`src/rtl/spms_pkg.sv`:
```
// Shared constants, result type and saturation helper for the sign-pattern search.
package spms_pkg;

  localparam int DEF_MAX_STATES   = 8;
  localparam int DEF_SAMPLE_WIDTH = 16;

  localparam int ACC_W      = 48;
  localparam int CLAMP_IN_W = 96;
  localparam int NS_W       = 4;
  localparam int WEIGHT_W   = 16;
  localparam int IDX_W      = 7;
  localparam int CHANGE_W   = 64;
  localparam int CFG_IDX_W  = 1;

  localparam logic [CFG_IDX_W-1:0] REG_NUM_STATES = 1'b0;
  localparam logic [CFG_IDX_W-1:0] REG_WEIGHT     = 1'b1;

  localparam logic [NS_W-1:0]     RESET_NUM_STATES = 4'd2;
  localparam logic [WEIGHT_W-1:0] RESET_WEIGHT     = 16'd256;

  typedef struct packed {
    logic                       found;
    logic [IDX_W-1:0]           pattern_index;
    logic [IDX_W-1:0]           flip_mask;
    logic signed [CHANGE_W-1:0] best_change;
  } search_result_t;

  // Clamp a wide signed value to the signed accumulator range.
  function automatic logic signed [ACC_W-1:0] sat_acc(input logic signed [CLAMP_IN_W-1:0] x);
    logic [CLAMP_IN_W-ACC_W:0] upper;
    logic signed [ACC_W-1:0]   res;
    upper = x[CLAMP_IN_W-1:ACC_W-1];
    if ((&upper) || !(|upper)) begin
      res = x[ACC_W-1:0];
    end else if (x[CLAMP_IN_W-1]) begin
      res = {1'b1, {(ACC_W-1){1'b0}}};
    end else begin
      res = {1'b0, {(ACC_W-1){1'b1}}};
    end
    return res;
  endfunction

endpackage

```
`src/rtl/spms_term.sv`:
```
// Saturating weighted term unit: one shared multiplier stepped by a small sequencer.
module spms_term #(
  parameter int SAMPLE_WIDTH = spms_pkg::DEF_SAMPLE_WIDTH
) (
  input  logic                               clk,
  input  logic                               rst,
  input  logic                               start,
  input  logic [spms_pkg::WEIGHT_W-1:0]      weight,
  input  logic signed [SAMPLE_WIDTH-1:0]     value_a,
  input  logic signed [SAMPLE_WIDTH-1:0]     ref_a,
  input  logic signed [SAMPLE_WIDTH-1:0]     value_b,
  input  logic signed [SAMPLE_WIDTH-1:0]     ref_b,
  output logic                               done,
  output logic signed [spms_pkg::ACC_W-1:0]  term
);

  localparam int PA_W = (2 * SAMPLE_WIDTH < spms_pkg::ACC_W) ? 2 * SAMPLE_WIDTH
                                                             : spms_pkg::ACC_W;
  localparam int MB_W = (SAMPLE_WIDTH > spms_pkg::WEIGHT_W) ? SAMPLE_WIDTH
                                                            : spms_pkg::WEIGHT_W + 1;
  localparam int P_W  = PA_W + MB_W;

  typedef enum logic [2:0] {T_IDLE, T_MUL_A, T_MUL_B, T_MUL_W, T_SUM} tstate_t;

  tstate_t                            state;
  logic signed [SAMPLE_WIDTH-1:0]     va, ra, vb, rb;
  logic [spms_pkg::WEIGHT_W-1:0]      wgt;
  logic signed [PA_W-1:0]             pa, pb;
  logic signed [spms_pkg::ACC_W-1:0]  ta, tb;
  logic signed [PA_W-1:0]             mul_a;
  logic signed [MB_W-1:0]             mul_b;
  logic signed [P_W-1:0]              prod;
  logic signed [spms_pkg::CLAMP_IN_W-1:0] prod_wide, pb_shift;

  // Operand select for the shared multiplier.
  always_comb begin
    case (state)
      T_MUL_B: begin
        mul_a = PA_W'(vb);
        mul_b = MB_W'(rb);
      end
      T_MUL_W: begin
        mul_a = pa;
        mul_b = MB_W'(signed'({1'b0, wgt}));
      end
      default: begin
        mul_a = PA_W'(va);
        mul_b = MB_W'(ra);
      end
    endcase
  end

  assign prod      = mul_a * mul_b;
  assign prod_wide = spms_pkg::CLAMP_IN_W'(prod);
  assign pb_shift  = spms_pkg::CLAMP_IN_W'(pb) <<< 8;

  always_ff @(posedge clk) begin
    if (rst) begin
      state <= T_IDLE;
      done  <= 1'b0;
    end else begin
      // Pulse done for one cycle once the final add is registered.
      done <= (state == T_SUM);
      case (state)
        T_IDLE: begin
          if (start) begin
            va    <= value_a;
            ra    <= ref_a;
            vb    <= value_b;
            rb    <= ref_b;
            wgt   <= weight;
            state <= T_MUL_A;
          end
        end
        T_MUL_A: begin
          pa    <= PA_W'(spms_pkg::sat_acc(prod_wide));
          state <= T_MUL_B;
        end
        T_MUL_B: begin
          pb    <= PA_W'(spms_pkg::sat_acc(prod_wide));
          state <= T_MUL_W;
        end
        T_MUL_W: begin
          ta    <= spms_pkg::sat_acc(prod_wide);
          tb    <= spms_pkg::sat_acc(pb_shift);
          state <= T_SUM;
        end
        T_SUM: begin
          term  <= spms_pkg::sat_acc(spms_pkg::CLAMP_IN_W'(ta) + spms_pkg::CLAMP_IN_W'(tb));
          state <= T_IDLE;
        end
        default: state <= T_IDLE;
      endcase
    end
  end

endmodule

```
`config.mk`:
```
export PLATFORM = sky130hd
export DESIGN_NAME = spms_term
export DESIGN_NICKNAME = d
export VERILOG_FILES = /design/src/rtl/spms_pkg.sv /design/src/rtl/spms_term.sv
export SDC_FILE = /design/constraint.sdc
export NUM_CORES = 2
export LEC_CHECK = 0
export ABC_AREA = 1
export ABC_CLOCK_PERIOD_IN_PS = 17400
export BUFFER_PORTS_ARGS = -buffer_cell sky130_fd_sc_hd__buf_2
export CORE_MARGIN = 2
export CORE_UTILIZATION = 40
export CTS_CLUSTER_DIAMETER = 150
export DETAILED_ROUTE_END_ITERATION = 6
export GPL_TIMING_DRIVEN = 1
export HOLD_SLACK_MARGIN = 0.06
export MAX_ROUTING_LAYER = met4
export PLACE_DENSITY_LB_ADDON = 0.05
export SETUP_SLACK_MARGIN = 0.15
export SYNTH_ARGS = -nofsm -noshare
export SYNTH_HDL_FRONTEND = slang
export SYNTH_SLANG_ARGS = --single-unit
```
`constraint.sdc`:
```
create_clock -name clk -period 17.4 [get_ports clk]
set_clock_uncertainty 0.2 [all_clocks]
set_input_delay 1.74 -clock clk [delete_from_list [all_inputs] [get_ports clk]]
set_output_delay 1.74 -clock clk [all_outputs]
set_load 0.05 [all_outputs]
```
==> flow_metrics.tcl <==
set metrics [dict create \
    cts_resized 0 \
    setup_viol 0 \
    syn2layout_area_growth_pct 8.638 \
    yosys.area.top_type "fa_1" \
    rows 104 \
    synth.top_cell.area_share 0.3232 \
    hpwl_um 93630 \
    core_um2 80290 \
    arrival_ns 9.33 \
    io_pins 132 \
    vias 24649 \
    drive_gt1_frac 0.08254 \
    synth_area_um2 32330 \
    synth_fp_nets 4432 \
    synth_cell_types 42 \
    path_clk_slew_ns 0.06 \
    cts_root_buf "clkbuf_16" \
    period_needed_ns 9.265 \
    cts_setup_buffers 0 \
    cts_tree "done" \
    holdPathStages 0 \
    final_cell_mix "931 x nand2_1, 745 x inv_1, 522 x fa_1" \
    period_share 0.5325 \
    synthArstFlopShare 0 \
    max_freq_mhz 107.9 \
    status "finished, final reports clean" \
    syn_avg_cell_area_um2 8.805 \
    viasPerCell 5.068 \
    ys_seq_elements 276 \
    grt_start_max_net_pins 81 \
    dpl.cell_count 4811 \
    slew_headroom 0.3078 \
    drt_iter0_drc 2100 \
    grt_pass1_vias 25388 \
    clock_latency_ns 0.56 \
    tightest_slew_ns 1.038 \
    layout_commonest_cell "nand2_1" \
    synth-edff-count 272 \
    synthCells 3672 \
    io_buffer_count 131 \
    grt_pass1_wl_um 167700 \
    cp-start-kind "register" \
    clock_path_buffers 3 \
    worstRegToRegCells 28 \
    stdcell_count 4864 \
    die_area_um2 83120 \
    synth_area_leaders "fa_1 32%, edfxtp_1 25%, nand2_1 11%" \
    yosys_warnings 0 \
    final_nets 4542 \
    ctsHtreeMaxLevel 1 \
    synth_seq_area_share 0.2551 \
    cp_common_cell "nand2_1" \
    drc 0 \
    die_w_um 288.3 \
    diodes 0 \
    worstPathRequired_ns 17.46 \
    synth_flop_cell "edfxtp_1" \
    first_pass_iters 6 \
    critPathKind "register to register" \
    rsz0062_at_grt "false" \
    cts_buffers 29 \
    wire_per_inst_um 23.20 \
    cpPeakStageDelay_ns 0.82 \
    die_h_um 288.3 \
    end_kind "register" \
    antenna_found_initial 0 \
    globalplace.congestion 0.9881 \
    crit_fanout 47 \
    routed_wl_um 112800 \
    finalSetupTns_ns 0 \
    hold_viol 0 \
    critPathSlowestCell "fa_1" \
    cts_num_sinks 276 \
    overflow 0 \
    initial_core_util 0.4027 \
    cts_hold_buf 0 \
    cap_violations 0 \
    slew_viol_final 0 \
    ant_nets 0 \
    hp-class "register to register" \
    grt_usage 0.2845 \
]
==> final cells by class <==
cell class                 instances  area [µm²]
tap                             1060        1326
fill                            8095       45160
clock inverter                    23       282.8
timing repair buffer             167       925.9
inverter                         792        2973
multi-input combinational       2516       20640
clock buffer                      30       729.5
sequential                       276        8248
==> path summary, 6_finish.rpt <==
kind | slack [ns] | from | to
worst max-delay path | 8.13 | state[0]$_SDFFE_PP0P_ | pa[1]$_DFFE_PP_
worst min-delay path | 0.22 | pb[31]$_DFFE_PP_ | tb[39]$_DFFE_PP_
worst max register to register | 8.13 | state[0]$_SDFFE_PP0P_ | pa[1]$_DFFE_PP_
worst min register to register | 0.22 | pb[31]$_DFFE_PP_ | tb[39]$_DFFE_PP_
==> synth_stat cells, types with 2 or more instances <==
library cell and count:
a21boi_0 6, a21o_1 10, a21oi_1 103, a21oi_2 14, a21oi_4 14, a22o_1 30, a31oi_1 2, and2_1 2
buf_2 63, buf_4 8, buf_6 9, clkbuf_1 8, clkinv_1 2, dfxtp_1 4, edfxtp_1 272, fa_1 522
ha_1 155, inv_1 745, inv_2 45, nand2_1 931, nand2_2 7, nand3_1 82, nand3b_1 3, nand4_1 29
nor2_1 445, nor2_2 7, nor2_4 3, nor3_1 15, nor4_1 3, o211ai_1 2, o21a_1 2, o21ai_0 47
o21ai_1 5, o21bai_1 16, xnor2_1 17, xor2_1 38
==> registers in the layout, summed over array words and instances (netlist names) <==
register,cells
va,16
term,48
tb,32
pa,32
ra,16
ta,48
vb,16
state,3
done,1
wgt,16
rb,16
pb,32
==> per-stage QoR <==
step	utilization	setup slack (ns)	cell area, µm²	hold WS (ns)
CTS	0.4375	8.191	35120	0.2203
finish	0.4375	8.135	35120	0.2194
floorplan	-	9.216	32330	0.2003
detailed placement	0.4249	8.171	34110	0.2045
global route	0.4375	7.571	35120	0.2280
global placement	0.4249	8.434	34110	0.2022
==> logic make-up after synthesis <==
group	after synthesis	share of synthesized area
AOI/OAI and AO/OA	253	0.05217
xor gates and xnor gates	55	0.01490
adders and majority gates	677	0.3832
buffers and inverters	880	0.1076
DFF	276	0.2551
and+or+nand+nor	1531	0.1870
==> per-layer routing <==
metal / vias up / routed length, µm / GRT usage
li1: 11324 / - / -
met1: 12378 / 53660 / 0.4192
met2: 836 / 48880 / 0.4187
met3: 111 / 7971 / 0.04305
met4: 0 / 2333 / 0.05155
met5: - / 0 / -
==> critical path, delay by kind of cell, from the launching register on <==
family | cells | cell delay [ns]
adder cells (fa/ha/maj) | 7 | 3.94
buffers and inverters | 6 | 1.47
flip-flops | 1 | 0.42
AND/OR/NAND/NOR | 15 | 2.86
Power is not shown: default switching activity piles up to over one toggle a cycle in this logic, so the estimate is an artifact.
