[src/rtl/spms_pkg.sv]
// Shared constants, result type and saturation helper for the sign-pattern search.
package spms_pkg;

  localparam int DEF_MAX_STATES   = 8;
  localparam int DEF_SAMPLE_WIDTH = 16;

  localparam int ACC_W      = 48;
  localparam int CLAMP_IN_W = 96;
  localparam int NS_W       = 4;
  localparam int WEIGHT_W   = 16;
  localparam int IDX_W      = 7;
  localparam int CHANGE_W   = 64;
  localparam int CFG_IDX_W  = 1;

  localparam logic [CFG_IDX_W-1:0] REG_NUM_STATES = 1'b0;
  localparam logic [CFG_IDX_W-1:0] REG_WEIGHT     = 1'b1;

  localparam logic [NS_W-1:0]     RESET_NUM_STATES = 4'd2;
  localparam logic [WEIGHT_W-1:0] RESET_WEIGHT     = 16'd256;

  typedef struct packed {
    logic                       found;
    logic [IDX_W-1:0]           pattern_index;
    logic [IDX_W-1:0]           flip_mask;
    logic signed [CHANGE_W-1:0] best_change;
  } search_result_t;

  // Clamp a wide signed value to the signed accumulator range.
  function automatic logic signed [ACC_W-1:0] sat_acc(input logic signed [CLAMP_IN_W-1:0] x);
    logic [CLAMP_IN_W-ACC_W:0] upper;
    logic signed [ACC_W-1:0]   res;
    upper = x[CLAMP_IN_W-1:ACC_W-1];
    if ((&upper) || !(|upper)) begin
      res = x[ACC_W-1:0];
    end else if (x[CLAMP_IN_W-1]) begin
      res = {1'b1, {(ACC_W-1){1'b0}}};
    end else begin
      res = {1'b0, {(ACC_W-1){1'b1}}};
    end
    return res;
  endfunction

endpackage

[src/rtl/spms_search.sv]
// Pattern walker: one pair read per cycle, shared cost adder and best-cost compare.
module spms_search #(
  parameter int MAX_STATES = spms_pkg::DEF_MAX_STATES
) (
  input  logic                                      clk,
  input  logic                                      rst,
  input  logic                                      start,
  input  logic [spms_pkg::NS_W-1:0]                 n,
  output logic                                      rd_en,
  output logic [$clog2(MAX_STATES*MAX_STATES)-1:0]  rd_addr,
  input  logic signed [spms_pkg::ACC_W-1:0]         rd_data,
  output logic                                      done,
  output spms_pkg::search_result_t                  result
);

  localparam int ML     = MAX_STATES - 1;
  localparam int IW     = $clog2(MAX_STATES);
  localparam int AW     = $clog2(MAX_STATES * MAX_STATES);
  localparam int SUM_W  = spms_pkg::ACC_W + AW;
  localparam int COST_W = SUM_W + 2;

  typedef enum logic {S_IDLE, S_RUN} sstate_t;

  sstate_t                    state;
  logic [ML-1:0]              mask, max_mask, p1_mask, p2_mask, best_mask;
  logic [spms_pkg::NS_W-1:0]  n_m1;
  logic [IW-1:0]              i, j;
  logic                       p1_valid, p1_diff, p1_end, p1_last;
  logic                       p2_valid, p2_last;
  logic signed [SUM_W-1:0]    cost, fin_cost;
  logic signed [COST_W-1:0]   best;
  logic                       found;

  logic [MAX_STATES-1:0]      mask_ext;
  logic                       row_end, pat_end, final_issue;
  logic signed [SUM_W-1:0]    addend;
  logic signed [COST_W-1:0]   cost4;

  // States at or above n-1 are positive; mask bits there are zero already.
  assign mask_ext    = {1'b0, mask};
  assign row_end     = (spms_pkg::NS_W'(j) == n_m1);
  assign pat_end     = row_end && (spms_pkg::NS_W'(i) == n_m1 - 1'b1);
  assign final_issue = pat_end && (mask == max_mask);
  assign rd_en       = (state == S_RUN);
  assign rd_addr     = AW'(i * MAX_STATES + j);
  assign addend      = p1_diff ? SUM_W'(rd_data) : '0;
  assign cost4       = signed'({fin_cost, 2'b00});

  always_ff @(posedge clk) begin
    if (rst) begin
      state    <= S_IDLE;
      p1_valid <= 1'b0;
      p2_valid <= 1'b0;
      done     <= 1'b0;
      found    <= 1'b0;
    end else begin
      // Finish at once with fewer than two states, else after the last compare.
      done     <= ((state == S_IDLE) && start && (n < spms_pkg::NS_W'(2))) ||
                  (p2_valid && p2_last);
      p1_valid <= (state == S_RUN);
      p2_valid <= p1_valid && p1_end;

      case (state)
        S_IDLE: begin
          if (start) begin
            best      <= '0;
            found     <= 1'b0;
            best_mask <= '0;
            cost      <= '0;
            if (n >= spms_pkg::NS_W'(2)) begin
              n_m1     <= n - 1'b1;
              max_mask <= ~({ML{1'b1}} << (n - 1'b1));
              mask     <= ML'(1);
              i        <= '0;
              j        <= IW'(1);
              state    <= S_RUN;
            end
          end
        end
        S_RUN: begin
          p1_diff  <= mask_ext[i] ^ mask_ext[j];
          p1_end   <= pat_end;
          p1_last  <= final_issue;
          p1_mask  <= mask;
          if (pat_end) begin
            i    <= '0;
            j    <= IW'(1);
            mask <= mask + 1'b1;
          end else if (row_end) begin
            i <= i + 1'b1;
            j <= IW'(i + 2);
          end else begin
            j <= j + 1'b1;
          end
          if (final_issue) begin
            state <= S_IDLE;
          end
        end
        default: state <= S_IDLE;
      endcase

      // Sum the pairs of one pattern; hand the total to the compare stage.
      if (p1_valid) begin
        if (p1_end) begin
          fin_cost <= cost + addend;
          cost     <= '0;
          p2_last  <= p1_last;
          p2_mask  <= p1_mask;
        end else begin
          cost <= cost + addend;
        end
      end

      // Keep the first strictly lowest cost below zero.
      if (p2_valid) begin
        if (cost4 < best) begin
          best      <= cost4;
          found     <= 1'b1;
          best_mask <= p2_mask;
        end
      end
    end
  end

  always_comb begin
    result.found         = found;
    result.pattern_index = found ? spms_pkg::IDX_W'(best_mask - 1'b1) : '0;
    result.flip_mask     = found ? spms_pkg::IDX_W'(best_mask) : '0;
    result.best_change   = spms_pkg::CHANGE_W'(best);
  end

endmodule

[config.mk]
export PLATFORM = sky130hd
export DESIGN_NAME = spms_search
export DESIGN_NICKNAME = d
export VERILOG_FILES = /design/src/rtl/spms_pkg.sv /design/src/rtl/spms_search.sv
export SDC_FILE = /design/constraint.sdc
export NUM_CORES = 1
export LEC_CHECK = 0
export ABC_AREA = 1
export BUFFER_PORTS_ARGS = -buffer_cell sky130_fd_sc_hd__clkbuf_2
export CORE_ASPECT_RATIO = 1.5
export CORE_UTILIZATION = 29
export DETAILED_ROUTE_END_ITERATION = 10
export PLACE_DENSITY = 0.56
export SYNTH_ARGS = -nofsm -noshare
export SYNTH_HDL_FRONTEND = slang
export SYNTH_SLANG_ARGS = --single-unit
[constraint.sdc]
create_clock -name clk -period 15.6 [get_ports clk]
set_clock_uncertainty 0.15 [all_clocks]
set_input_delay 3.12 -clock clk [delete_from_list [all_inputs] [get_ports clk]]
set_output_delay 3.12 -clock clk [all_outputs]
set_load 0.03 [all_outputs]
==> results.cfg, run 1 <==
[status]
status = complete, no violations

[setup_path]
arrival_ps = 5490
worst-setup-path-type = in -> reg
cp-end-kind = register
cp_data_required_time_ps = 15720
critPathMaxFanout = 6
crit_path_start_kind = primary input

[clock_tree]
cts_setup_buffers = 0
clk_pin_slew_worst_paths_ps = 60
cts_hold_buf = 0
cts_tree = done
clk_path_buf_depth = 3
clock_latency_ps = 540
cts.sinks = 218
cts_resized = 0
root_buffer = clkbuf_16
cts_buffers = 23
htree_levels = 1

[yosys]
synth.top_cell.area_share = 0.424
yosys_warnings = 0
synthCells = 1956
synth.distinct_cells = 39
synth_area_leaders = edfxtp_1 (42%), nand2_1 (14%), ha_1 (9.7%), inv_1 (8.3%), nor2_1 (6.5%)
yosysSeqAreaShare = 0.431
syn_area_per_cell_um2 = 7.71
yosysTopAreaCell = edfxtp_1
netlist_area_um2 = 15100
syn_nets = 2129
ys_seq_elements = 218

[timing]
drv_slew = 0
slew_headroom = 0.394
max_freq_mhz = 186
setup_violations = 0
setup_slack_ps = 10220
whs_ps = 270
finalCritPeriodShare = 0.345
tightest_slew_ps = 909
fin_crit_ps = 5380
rsz0062_at_grt = no
finalSetupTns_ps = 0
timing_hold_violations_final = 0

[die]
die_y_um = 281
die_w_um = 188
ios = 142
row_count = 102
core-area_um2 = 51400
dieArea_um2 = 52900
start_util = 0.293

[pwr]
swShare = 0.324
p_switching_mw = 0.557
clockPowerShare = 0.354
cellPowerDensity_nw_per_um2 = 99.4
p_comb_frac = 0.228
peakVddDrop_uv = 57.6
seq_power_share = 0.418
p_int_mw = 1.16
leakagePower_nw = 8.52

[global_routing]
overflow = 0
grt_pass1_wl_um = 73200
grt_max_degree = 65
track_usage = 0.177
grt_pass1_vias = 13100
antenna_found_initial = 0

[cells_and_area]
design_area_um2 = 17300
syn2layout_area_growth_pct = 14.5
drive_gt1_frac = 0.0984
n_antenna_cell = 0
fin_nets = 2250

[place]
gp_congestion = 0.995
place_ws_ps = 9600
postPlaceCellArea_um2 = 16400
portBuffers = 141
dp_hpwl_um = 37500

[min_path]
hold_path_class = reg -> reg

[route]
wl_per_cell_um = 17.0
vias_per_cell = 4.77
dr.pass1.iters = 5
route.vias.total = 13200
antenna_left = 0
wl_um = 47100
drc = 0
drt-initial-drc-count = 717

[run]
cap_violations = 0
area by class of cell:
type / instances / area, um2
clock buffers: 25 / 603
clock inverters: 17 / 219
fillers: 5509 / 34200
inverters: 334 / 1250
multi-input cells: 1350 / 7080
flip-flops and latches: 218 / 6500
well taps: 676 / 846
repair buffers: 150 / 773
worst max-delay path, cell delays in order:
cell and delay, ps:
clkbuf_2 90, nand2_1 250, inv_1 200, ha_1 420
nand2_1 120, nor2_1 130, inv_1 110, nor4_1 420
nand3_1 270, nand3_1 150, nand2_1 60, nand2_1 90
nor2_1 50
cells by family (layout without fill, tap and decap cells):
| family | after synthesis | count (layout) | synth area share |
|---|---|---|---|
| AND/OR/NAND/NOR | 981 | 981 | 0.270 |
| buffers and inverters | 388 | 526 | 0.101 |
| flip-flops | 218 | 218 | 0.431 |
| AO/OA/AOI/OAI | 202 | 202 | 0.0714 |
| adder cells (fa/ha/maj) | 118 | 118 | 0.0984 |
| XOR/XNOR | 49 | 49 | 0.0285 |
cells in the mapped netlist:
library cell,count
a21boi_0,1
nand2_1,544
xor2_1,24
inv_2,2
or2_2,3
inv_1,332
nand2_2,1
o41ai_1,1
clkbuf_1,26
o21ai_0,64
and2_1,7
o21bai_1,5
nand4_1,84
a21oi_1,112
xnor2_1,25
o211ai_1,1
a21o_1,9
buf_4,15
and3_1,2
o31ai_1,1
o22ai_1,1
edfxtp_1,213
nand3b_1,7
nor3_1,16
buf_2,11
nand3_4,1
nor2_2,1
a21oi_2,1
dfxtp_1,5
nor4_1,6
ha_1,117
o21a_1,2
nand3_2,1
buf_1,2
o311ai_0,2
nor2_1,260
nand3_1,48
a31oi_1,2
fa_1,1
cell usage in the layout (no fill, tap or decap), types with 4 or more instances in the layout:
master / instances
a21o_1: 9
a21oi_1: 111
and2_1: 7
buf_4: 9
bufinv_16: 4
clkbuf_16: 23
clkbuf_2: 141
clkinv_4: 4
dfxtp_1: 4
edfxtp_1: 213
ha_1: 117
inv_1: 331
nand2_1: 544
nand3_1: 48
nand3b_1: 7
nand4_1: 84
nor2_1: 260
nor3_1: 15
nor4_1: 6
o21ai_0: 64
o21bai_1: 5
xnor2_1: 25
xor2_1: 24
state kept, by name (all words and copies together), names as in the netlist, 4 cells and up:
register / cells
best: 56
cost: 54
fin_cost: 54
best_mask: 7
mask: 7
max_mask: 7
p1_mask: 7
p2_mask: 7
n_m1: 4
power groups by stage:
stage	clock network (mW)	logic (mW)	registers [mW]
after global placement	0	0.387	0.730
final	0.608	0.391	0.718
after floorplan	0	0.248	0.750
after CTS	0.623	0.393	0.718
after detailed placement	0	0.391	0.731
after global routing	0.643	0.437	0.722
routing by layer:
layer  global-route usage  share of wire  vias up
li1                     -              -     6579
met1                0.205           0.41     6232
met2                0.320           0.50      300
met3               0.0181          0.033       96
met4               0.0917          0.053        0
met5                    0              0        -
path summary, 6_finish.rpt:
| path | end | slack [ps] | cells after the start | start |
|---|---|---|---|---|
| max | cost[48]$_SDFFCE_PP0P_ | 10220 | 13 | rd_data[47] |
| min | p2_mask[0]$_DFFE_PP_ | 270 | 0 | p1_mask[0]$_DFFE_PP_ |
| max reg2reg | cost[48]$_SDFFCE_PP0P_ | 11580 | 13 | p1_diff$_DFFE_PP_ |
| min reg2reg | p2_mask[0]$_DFFE_PP_ | 270 | 0 | p1_mask[0]$_DFFE_PP_ |
per-stage QoR:
stage	instances	power, mW	utilization
after floorplan	1956	0.998	-
after global placement	2728	1.12	0.320
after detailed placement	2728	1.12	0.320
after CTS	2770	1.73	0.336
after global routing	2770	1.80	0.336
final	2770	1.72	0.336
No activity file was read; power rests on OpenSTA's default activity.
==> run 2, diff against run 1 <==
==> constraint.sdc (replaced) <==
create_clock -name clk -period 5.04 [get_ports clk]
set_clock_uncertainty 0.15 [all_clocks]
set_input_delay 1.008 -clock clk [delete_from_list [all_inputs] [get_ports clk]]
set_output_delay 1.008 -clock clk [all_outputs]
set_load 0.03 [all_outputs]
==> run 2 against run 1 <==
Compared with the run above:
- via count is 0.86% lower
- power rose to 3.1 times the previous value
- final area is 0.13% lower
- critical path depth is the same
- routed wire length grew 2.1%
- global-route usage up 0.54 points
- die area unchanged
- critical endpoint unchanged
==> results.cfg, run 2 (synthesized netlist as in run 1, its figures left out) <==
[setup_path]
cp_common_cell = nand2_1
r2r_slack_ps = 1140
critPathSlowestCell = edfxtp_1
path_buf_inv = 2
critPathMaxFanout = 26
cp_slowest_stage_delay_ps = 880
ff2ff_path_depth = 13
crit_path_start_kind = register
cp-end-kind = register
cp_data_required_time_ps = 5170
cp_top_family = simple AND/OR/NAND/NOR gates
r2r_end = cost[48]$_SDFFCE_PP0P_
r2r-start = p1_diff$_DFFE_PP_
worst-setup-path-type = reg -> reg
cp_cell_sequence = buf_4 -> nand2_1 -> inv_1 -> ha_1 -> nand2_1 -> nor2_1 -> nand2_1 -> nor4_1 -> nand3_1 -> nand3_1 -> nand2_1 -> nand2_1 -> nor2_1
arrival_ps = 4030

[timing]
max_freq_mhz = 256
timing_hold_violations_final = 0
setup_violations = 0
drv_slew = 0
finalCritPeriodShare = 0.774
fin_crit_ps = 3900
slew_headroom = 0.374
whs_ps = 269
tightest_slew_ps = 939
finalSetupTns_ps = 0
rsz0062_at_grt = no

[cells_and_area]
drive_gt1_frac = 0.0963
multi_input_area_um2 = 7080
final_cells = 2773
largest_reg_flops = 56
top_regs = best: 56 flops, cost: 54 flops, fin_cost: 54 flops
final_common_cell = nand2_1
fin_nets = 2252
regMostFlops = best
design_area_um2 = 17200
final_cell_mix = nand2_1 (544), inv_1 (331), nor2_1 (260), edfxtp_1 (213), clkbuf_2 (141)
n_antenna_cell = 0
syn2layout_area_growth_pct = 14.3
ff_latch_area_um2 = 6500
fillers = 5511

[route]
wl_um = 48100
met2_length_um = 24400
dr.pass1.iters = 7
drc = 0
route.vias.total = 13100
routed.top_layer = met4
antenna_left = 0
met1_length_um = 19500
wl_per_cell_um = 17.4
drt-initial-drc-count = 713
wl_met3_um = 1630
vias_per_cell = 4.72

[global_routing]
grt_pass1_vias = 13000
grt_pass1_wl_um = 74700
grt_max_degree = 65
antenna_found_initial = 0
overflow = 0
track_usage = 0.182

[pwr]
peakVddDrop_uv = 197
leakagePower_nw = 8.51
cellPowerDensity_nw_per_um2 = 304

[clock_tree]
clk_pin_slew_worst_paths_ps = 70
cts_setup_buffers = 0
cts_resized = 0
cts.sinks = 218
cts_hold_buf = 0
cts_buffers = 24
cts_tree = done
htree_levels = 1
clk_path_buf_depth = 3
root_buffer = clkbuf_16
clock_latency_ps = 550

[die]
dieArea_um2 = 52900
ios = 142
row_count = 102
core-area_um2 = 51400
die_y_um = 281
start_util = 0.293
die_w_um = 188

[min_path]
min_to = p2_mask[4]$_DFFE_PP_
hold_path_class = reg -> reg
hold_path_depth = 0
hold_start = p1_mask[4]$_DFFE_PP_

[place]
gp_congestion = 1.00
postPlaceCellArea_um2 = 16500
dp_cells = 2729
portBuffers = 141
dp_hpwl_um = 38500

[run]
cap_violations = 0

[status]
status = complete, no violations
[run 2: changes by cell type in the layout (fill, tap and decap cells not counted), moves of 2 or more]
cell	previous run	this run
clkinv_1	0	5
bufinv_16	4	2
clkbuf_8	2	0
clkinvlp_4	3	1
clkbuf_1	0	2
clkinv_2	3	1
[run 2: power by group]
| part | internal [mW] | total, mW | switching (mW) |
|---|---|---|---|
| registers | 2.15 | 2.22 | 0.0788 |
| clock network | 0.993 | 1.80 | 0.807 |
| logic | 0.359 | 1.22 | 0.861 |
| total | 3.50 | 5.24 | 1.75 |
[run 2: cell type report]
cell class,count,area share
multi-input cells,1350,0.411
flip-flops and latches,218,0.377
inverters,334,0.0727
well taps,676,0.0490
repair buffers,151,0.0453
clock buffers,26,0.0353
clock inverters,18,0.0103
[run 2: worst register-to-register path, delay by kind of cell, from the launching register on]
kind	cells	cell delay [ps]
and+or+nand+nor	10	1740
buffers and inverters	2	570
adders and majority gates	1	290
DFF	1	880
[run 2: routing by layer]
metal,GRT usage,vias to the layer above
li1,-,6590
met1,0.213,6123
met2,0.331,290
met3,0.0157,90
met4,0.0932,0
met5,0,-
[run 2: worst max-delay path by stage]
stage,startpoint,cells after the start,end
after floorplan,rst,2,cost[0]$_SDFFCE_PP0P_
after global placement,rd_data[47],13,cost[48]$_SDFFCE_PP0P_
after detailed placement,p1_diff$_DFFE_PP_,12,cost[39]$_SDFFCE_PP0P_
after CTS,p1_diff$_DFFE_PP_,12,cost[39]$_SDFFCE_PP0P_
after global routing,p1_diff$_DFFE_PP_,12,cost[39]$_SDFFCE_PP0P_
final,p1_diff$_DFFE_PP_,13,cost[48]$_SDFFCE_PP0P_
[run 2: stage by stage]
| step | power [mW] | worst slack, ps | utilization |
|---|---|---|---|
| after global placement | 3.48 | 1120 | 0.320 |
| after CTS | 5.31 | 1180 | 0.335 |
| after floorplan | 3.09 | 560 | - |
| after global routing | 5.50 | 950 | 0.335 |
| after detailed placement | 3.49 | 1190 | 0.320 |
| final | 5.24 | 1140 | 0.335 |
